**config.mk**
```make
export PLATFORM = sky130hd
export DESIGN_NAME = json_string_unescaper
export DESIGN_NICKNAME = d
export VERILOG_FILES = /design/src/rtl/jsunesc_pkg.sv /design/src/rtl/jsunesc_decode.sv /design/src/rtl/jsunesc_burst.sv /design/src/rtl/json_string_unescaper.sv
export SDC_FILE = /design/constraint.sdc
export NUM_CORES = 1
export LEC_CHECK = 0
export BUFFER_PORTS_ARGS = -buffer_cell sky130_fd_sc_hd__buf_4
export CAP_MARGIN = 20
export CORE_ASPECT_RATIO = 0.75
export CORE_UTILIZATION = 30
export DETAILED_ROUTE_END_ITERATION = 12
export PLACE_DENSITY_LB_ADDON = 0.1
export REMOVE_ABC_BUFFERS = 1
export SETUP_SLACK_MARGIN = 0.3
export SLEW_MARGIN = 20
export SYNTH_ARGS = -nofsm -noshare
export SYNTH_HDL_FRONTEND = slang
export SYNTH_HIERARCHICAL = 1
export SYNTH_SLANG_ARGS = --single-unit
```
**constraint.sdc**
```tcl
create_clock -name aclk -period 4.5 [get_ports aclk]
set_clock_uncertainty 0.05 [all_clocks]
set_input_delay 0.45 -clock aclk [delete_from_list [all_inputs] [get_ports aclk]]
set_output_delay 0.45 -clock aclk [all_outputs]
set_load 0.05 [all_outputs]
```
**src/rtl/jsunesc_pkg.sv**
```systemverilog
package jsunesc_pkg;

    // Result kinds.
    localparam logic [2:0] KIND_DATA  = 3'd0;
    localparam logic [2:0] KIND_DONE  = 3'd1;
    localparam logic [2:0] KIND_NOQ   = 3'd2;
    localparam logic [2:0] KIND_BADE  = 3'd3;
    localparam logic [2:0] KIND_BADH  = 3'd4;
    localparam logic [2:0] KIND_CTRL  = 3'd5;
    localparam logic [2:0] KIND_UNTER = 3'd6;

    // One decoded input byte yields at most one group of one to three result beats.
    typedef struct packed {
        logic [2:0][7:0] bytes;     // data bytes, beat 0 in bytes[0]
        logic [2:0]      kind;      // same kind on every beat of the group
        logic [1:0]      last_idx;  // index of the final beat
    } grp_t;

endpackage

```
**src/rtl/jsunesc_decode.sv**
```systemverilog
module jsunesc_decode import jsunesc_pkg::*; (
    input  logic       aclk,
    input  logic       aresetn,
    input  logic [7:0] in_byte,
    input  logic       consume,
    output logic       emit,
    output grp_t       grp
);

    localparam logic [1:0] MODE_IDLE = 2'd0;
    localparam logic [1:0] MODE_STR  = 2'd1;
    localparam logic [1:0] MODE_ESC  = 2'd2;
    localparam logic [1:0] MODE_HEX  = 2'd3;

    logic [1:0]  mode_reg, mode_next;
    logic [1:0]  hex_count_reg, hex_count_next;
    logic [15:0] code_point_reg, code_point_next;

    logic        hex_ok;
    logic [3:0]  hex_digit;
    logic [15:0] cp_shift;

    always_comb begin
        hex_ok    = 1'b1;
        hex_digit = 4'd0;
        if (in_byte >= 8'h30 && in_byte <= 8'h39) begin
            hex_digit = in_byte[3:0];
        end else if ((in_byte >= 8'h61 && in_byte <= 8'h66) ||
                     (in_byte >= 8'h41 && in_byte <= 8'h46)) begin
            hex_digit = 4'(in_byte[2:0] + 3'd1) + 4'd8;
        end else begin
            hex_ok = 1'b0;
        end
        cp_shift = {code_point_reg[11:0], hex_digit};
    end

    always_comb begin
        mode_next       = mode_reg;
        hex_count_next  = hex_count_reg;
        code_point_next = code_point_reg;
        emit            = 1'b0;
        grp             = '0;
        case (mode_reg)
            MODE_IDLE: begin
                if (in_byte == 8'h22) begin
                    mode_next       = MODE_STR;
                    hex_count_next  = 2'd0;
                    code_point_next = 16'd0;
                end else begin
                    emit     = 1'b1;
                    grp.kind = KIND_NOQ;
                end
            end
            MODE_STR: begin
                if (in_byte == 8'h00) begin
                    emit     = 1'b1;
                    grp.kind = KIND_UNTER;
                end else if (in_byte == 8'h22) begin
                    emit     = 1'b1;
                    grp.kind = KIND_DONE;
                end else if (in_byte == 8'h5C) begin
                    mode_next = MODE_ESC;
                end else if (in_byte < 8'h20) begin
                    emit     = 1'b1;
                    grp.kind = KIND_CTRL;
                end else begin
                    emit         = 1'b1;
                    grp.kind     = KIND_DATA;
                    grp.bytes[0] = in_byte;
                end
            end
            MODE_ESC: begin
                emit      = 1'b1;
                grp.kind  = KIND_DATA;
                mode_next = MODE_STR;
                case (in_byte)
                    8'h6E: grp.bytes[0] = 8'h0A;    // n
                    8'h74: grp.bytes[0] = 8'h09;    // t
                    8'h72: grp.bytes[0] = 8'h0D;    // r
                    8'h62: grp.bytes[0] = 8'h08;    // b
                    8'h66: grp.bytes[0] = 8'h0C;    // f
                    8'h22, 8'h2F, 8'h5C: grp.bytes[0] = in_byte;
                    8'h75: begin                    // u
                        emit            = 1'b0;
                        mode_next       = MODE_HEX;
                        hex_count_next  = 2'd0;
                        code_point_next = 16'd0;
                    end
                    default: begin
                        grp.kind  = KIND_BADE;
                        mode_next = MODE_IDLE;
                    end
                endcase
            end
            default: begin
                if (!hex_ok) begin
                    emit     = 1'b1;
                    grp.kind = KIND_BADH;
                end else if (hex_count_reg == 2'd3) begin
                    emit            = 1'b1;
                    grp.kind        = KIND_DATA;
                    mode_next       = MODE_STR;
                    hex_count_next  = 2'd0;
                    code_point_next = 16'd0;
                    // UTF-8 encoding of the completed code point.
                    if (cp_shift < 16'h0080) begin
                        grp.bytes[0] = cp_shift[7:0];
                        grp.last_idx = 2'd0;
                    end else if (cp_shift < 16'h0800) begin
                        grp.bytes[0] = {3'b110, cp_shift[10:6]};
                        grp.bytes[1] = {2'b10, cp_shift[5:0]};
                        grp.last_idx = 2'd1;
                    end else begin
                        grp.bytes[0] = {4'b1110, cp_shift[15:12]};
                        grp.bytes[1] = {2'b10, cp_shift[11:6]};
                        grp.bytes[2] = {2'b10, cp_shift[5:0]};
                        grp.last_idx = 2'd2;
                    end
                end else begin
                    hex_count_next  = hex_count_reg + 2'd1;
                    code_point_next = cp_shift;
                end
            end
        endcase
        // Every error and done sends the decoder back to idle.
        if (emit && grp.kind != KIND_DATA) begin
            mode_next       = MODE_IDLE;
            hex_count_next  = 2'd0;
            code_point_next = 16'd0;
        end
    end

    always_ff @(posedge aclk) begin
        if (!aresetn) begin
            mode_reg       <= MODE_IDLE;
            hex_count_reg  <= 2'd0;
            code_point_reg <= 16'd0;
        end else if (consume) begin
            mode_reg       <= mode_next;
            hex_count_reg  <= hex_count_next;
            code_point_reg <= code_point_next;
        end
    end

endmodule

```
**src/rtl/jsunesc_burst.sv**
```systemverilog
module jsunesc_burst import jsunesc_pkg::*; (
    input  logic       aclk,
    input  logic       aresetn,
    input  logic       load,
    input  grp_t       grp,
    output logic       free,
    output logic       m_valid,
    input  logic       m_ready,
    output logic [7:0] m_out_byte,
    output logic [2:0] m_kind,
    output logic       m_last
);

    logic       valid_reg;
    grp_t       grp_reg;
    logic [1:0] idx_reg;

    assign m_valid    = valid_reg;
    assign m_out_byte = grp_reg.bytes[idx_reg];
    assign m_kind     = grp_reg.kind;
    assign m_last     = (idx_reg == grp_reg.last_idx);

    // The register can take a new group when empty or when its final beat leaves now.
    assign free = !valid_reg || (m_ready && m_last);

    always_ff @(posedge aclk) begin
        if (!aresetn) begin
            valid_reg <= 1'b0;
            idx_reg   <= 2'd0;
        end else if (load) begin
            valid_reg <= 1'b1;
            idx_reg   <= 2'd0;
        end else if (valid_reg && m_ready) begin
            if (m_last) begin
                valid_reg <= 1'b0;
            end else begin
                idx_reg <= idx_reg + 2'd1;
            end
        end
    end

    always_ff @(posedge aclk) begin
        if (load) begin
            grp_reg <= grp;
        end
    end

endmodule

```
**src/rtl/json_string_unescaper.sv**
```systemverilog
// Path: an accepted byte waits in the input register, is decoded and goes to the output
// register, which shows its first result beat. Throughput: one input byte per cycle while
// the receiver keeps ready high; a byte with a single result or none keeps full rate. A
// finished \u escape that encodes to two or three bytes keeps the output register busy, one
// beat per cycle while ready is high; the next byte with a result waits in the input register.
// Reset: synchronous, active low; it empties both registers and returns the decoder to idle.
module json_string_unescaper import jsunesc_pkg::*; (
    input  logic       aclk,
    input  logic       aresetn,
    input  logic       s_valid,
    output logic       s_ready,
    input  logic [7:0] s_in_byte,
    output logic       m_valid,
    input  logic       m_ready,
    output logic [7:0] m_out_byte,
    output logic [2:0] m_kind,
    output logic       m_last
);

    // Input register: holds one accepted beat until the decoder can use it.
    logic       in_valid_reg;
    logic [7:0] in_byte_reg;

    logic consume;
    logic emit;
    logic free;
    grp_t grp;

    // A byte that yields no result never waits for the output register; one that
    // yields results waits until that register is empty or releasing its last beat.
    assign consume = in_valid_reg && (free || !emit);

    // The input register refills in the same cycle that its byte is decoded.
    assign s_ready = !in_valid_reg || consume;

    always_ff @(posedge aclk) begin
        if (!aresetn) begin
            in_valid_reg <= 1'b0;
        end else if (s_valid && s_ready) begin
            in_valid_reg <= 1'b1;
        end else if (consume) begin
            in_valid_reg <= 1'b0;
        end
    end

    always_ff @(posedge aclk) begin
        if (s_valid && s_ready) begin
            in_byte_reg <= s_in_byte;
        end
    end

    // Decoder: string state and the single-pass decode of one byte into a result group.
    jsunesc_decode u_decode (
        .aclk    (aclk),
        .aresetn (aresetn),
        .in_byte (in_byte_reg),
        .consume (consume),
        .emit    (emit),
        .grp     (grp)
    );

    // Output register: sends the group one beat per cycle while m_ready is high, marking the final beat.
    jsunesc_burst u_burst (
        .aclk       (aclk),
        .aresetn    (aresetn),
        .load       (consume && emit),
        .grp        (grp),
        .free       (free),
        .m_valid    (m_valid),
        .m_ready    (m_ready),
        .m_out_byte (m_out_byte),
        .m_kind     (m_kind),
        .m_last     (m_last)
    );

endmodule

```
==> metrics.md <==
| Metric | Value |
|---|---|
| Slew Viols, Final | `0` |
| CP Max Fanout | `13` |
| TritonCTS Buffers | `9` |
| Critical Path Start | `in_byte_reg[0]` |
| CP startpoint kind | `flip-flop` |
| Dpl hpwl | `approximately 5600 µm` |
| RSZ-0062 raised after global routing | `false` |
| Max-Cap Viols | `0` |
| Post-synthesis cell type count | `70` |
| Hold-fix buffers, CTS | `0` |
| PortBufs | `25` |
| Post-CTS Setup Bufs | `0` |
| Nets | `about 340` |
| Overflow after GRT | `0` |
| Synthesis-stage register bit count | `57` |
| DRT Pass-1 Iters | `4` |
| Chip height | `just over 90 µm` |
| Levels on crit path | `10` |
| Mapped Cells | `approximately 310` |
| Syn_area_per_cell | `~11 µm²` |
| Crit. End Element | `flip-flop` |
| Largest family of logic cells by synthesized area | `compound AO/OA/AOI/OAI gates` |
| Clk buf depth | `2` |
| Post-synth EDFFs | `37` |
| H-Tree Depth | `3` |
| Status | `completed` |
| Reg clk slew, reported paths | `about 0.050 ns` |
| Antenna diodes | `0` |
| CTS Root Cell | `clkbuf_16` |
| Synth Area in Compound Gates | `19.90%` |
| Simple-gate share of the synthesized area | `a little under a fifth` |
| Layout cells sized above 1 | `approximately a fifth` |
| Critical path type | `flip-flop to flip-flop` |
| WP buf/inv | `1` |
| Sw Pwr | `315.1 µW` |
| Reg2reg setup slack | `between 0.6 and 0.7 ns` |
| First-pass GRT wire length | `12500 µm` |
| RR Endpoint | `u_decode/hex_count_reg[0]` |
| Total internal power | `~1100 µW` |
| Adder-Cell Fraction of Synth Area | `under 10%` |
| Die Span X | `~120 µm` |
| IO Count | `26` |
| CP endpoint | `u_decode/hex_count_reg[0]` |
| Antenna viol nets, final | `0` |
| Pin count of the biggest net entering global routing | `33` |
| Initial antenna violation count | `0` |
| Fill cells | `between 1k and 1.5k` |
| Crit path arrival time | `about 4 ns` |
| Largest stage delay on the critical path | `0.61 ns` |
| Hold Path Class | `input pin to flip-flop` |
| Clk pwr share | `approximately 53%` |
| Critical Path RT | `4.72 ns` |
| Ys flop type | `edfxtp_1` |
| Post-synthesis cell area | `around 0.0032 mm²` |
| Clk_lat worst skew | `between 0.3 and 0.4 ns` |
| Setup Viol. Count Final | `0` |
| GPL Wtd Cong | `~0.78` |
| Sw Share | `21.55%` |
| Total track usage | `between 10% and 20%` |
| Vias per Instance | `5.162` |
| Asr flop ratio synth | `0%` |
| Post-Synth XOR/XNOR Area | `between 1 and 1.5%` |
| Combinational power share | `6.7%` |
| R2R cell count | `10` |
| Critical path's slowest cell | `and4b_1` |
| Seq/Total Area, Yosys | `46.95%` |
| Min cycle time layout | `3.841 ns` |
| Seq pwr share | `between 40% and 50%` |
| Final wirelength | `between 7000 and 8000 µm` |
| Crit path max-delay family | `compound AO/OA/AOI/OAI gates` |
| Synth Warn # | `6` |
| Pwr Density | `approximately 390 mW/mm²` |
| Core ar. | `approximately 0.010 mm²` |
| DRC errors left | `0` |
| Vias in the first global route | `2344` |
| DR iter-0 viols | `approximately 170` |
| Pleak | `approximately 0.0014 µW` |
| Post-Layout Inst Area | `roughly 0.0038 mm²` |
| DR WL/cell | `around 16 µm` |
| Crit path cell chain | `inv_1, ha_1, or4b_4, o31a_1, a31oi_1, o21ai_1, o32a_1, a21boi_0, and4b_1, mux2_2` |
| Die Footprint | `0.01115 mm²` |
| Fin. Hold Viols | `0` |
| Slew margin rel. | `43.50%` |
| Vias | `between 2k and 2.5k` |
| Placed cell area | `0.003451 mm²` |
| Setup TNS | `0 ns` |
| Max reg flops | `26` |
| Starting Density | `between 30 and 40%` |
| Area Overhead vs Synth | `17.64%` |
| Fin crit share | `approximately 85%` |
| Reg2Reg Launch Point | `in_byte_reg[0]` |
| Core Rows | `32` |
| FMAX | `between 200 and 300 MHz` |
| CTS tree | `yes` |
| Post_cts resized | `0` |
| Worst IR Drop VDD | `roughly 0.16 mV` |
| Mux share of post-synthesis cell area | `under 10%` |
| Worst-margin pin slew | `0.8397 ns` |
| # clock sinks | `57` |
| Hold Crit Depth | `1` |
[cell families (layout without fill, tap and decap cells)]
| logic type | after synthesis | in the layout |
|---|---|---|
| flip-flops | 57 | 57 |
| AO/OA/AOI/OAI | 86 | 86 |
| adder cells (fa/ha/maj) | 9 | 9 |
| XOR/XNOR | 3 | 3 |
| buffers and inverters | 34 | 55 |
| AND/OR/NAND/NOR | 103 | 103 |
| multiplexers | 13 | 13 |
| other | 1 | 2 |
[cells in the mapped netlist, drive strengths merged, types with 2 or more instances]
library cell	instances	area share [%]
nor2	12	1.4
o21ai	24	3.7
nand2b	6	1.4
a31o	2	0.54
buf	14	3.3
a2111oi	2	1.1
o31ai	2	0.47
and4b	2	0.62
dfxtp	20	12
a22oi	2	0.47
nand3	9	1.6
nand2	31	3.6
and2	8	1.7
and3	3	0.78
mux2i	12	3.7
or2	2	0.39
nor2b	5	0.97
a221oi	3	0.82
a21boi	2	0.58
inv	13	1.5
xnor2	3	1.0
nor3	9	1.6
a31oi	3	1.0
ha	9	3.5
edfxtp	37	35
or3	3	0.58
clkbuf	7	0.97
a22o	17	4.6
nor4	5	1.2
a21oi	14	2.3
o22ai	2	0.58
nand3b	3	1.1
o2bb2ai	4	1.1
[metrics by stage]
stage                     hold slack, ns  total power [µW]  std cells  utilization, %  worst slack, ns
after floorplan                   0.3863             664.9        286               -            1.189
after global placement            0.4097             701.6        448           33.28           0.7884
after detailed placement          0.4098             701.0        448           33.28           0.6806
after CTS                         0.2354              1484        464           36.52           0.6640
after global routing              0.2403              1511        464           36.52           0.3539
final                             0.2514              1462        464           36.52           0.6593
[routing by layer]
layer  GRT usage, %  share of wire, %  wire length [µm]  vias to the layer above
li1               -                 -                 -                     1180
met1          21.47                52              3950                     1143
met2          20.36                41              3124                       57
met3          3.731               4.5               340                       15
met4          7.202               2.3               172                        0
met5              0                 0                 0                        -
[worst min path at each step]
| stage | start | end |
|---|---|---|
| after global placement | u_decode/hex_count_reg[1] | u_decode/hex_count_reg[1] |
| after floorplan | u_decode/hex_count_reg[1] | u_decode/hex_count_reg[1] |
| after detailed placement | u_decode/hex_count_reg[1] | u_decode/hex_count_reg[1] |
| after global routing | s_in_byte[1] | in_byte_reg[1] |
| final | s_in_byte[4] | in_byte_reg[4] |
| after CTS | s_in_byte[2] | in_byte_reg[2] |
[cell usage in the layout (no fill, tap or decap), types with 12 or more instances in the layout]
master / count
a21oi_1: 13
inv_1: 12
nand2_1: 31
dfxtp_1: 20
a22o_1: 17
edfxtp_1: 37
mux2i_1: 12
buf_4: 26
nor2_1: 12
o21ai_0: 13
[area by class of cell]
type                            instances  area [µm²]  area share [%]
Clock buffer                           10       229.0           6.046
Clock inverter                          6       107.6           2.841
Inverter                               13       48.80           1.288
Multi-Input combinational cell        216        1525           40.27
Sequential cell                        57        1511           39.91
Tap cell                              136       170.2           4.493
Timing Repair Buffer                   26       195.2           5.154
[power by group through the flow]
| stage | clock network [µW] | logic [µW] | registers, µW |
|---|---|---|---|
| final | 773 | 98.3 | 591 |
| after global routing | 809 | 107 | 594 |
| after CTS | 793 | 99.3 | 591 |
| after detailed placement | 0 | 99.1 | 602 |
| after global placement | 0 | 99.6 | 602 |
| after floorplan | 0 | 64.0 | 601 |
No activity file was read; power rests on OpenSTA's default activity.
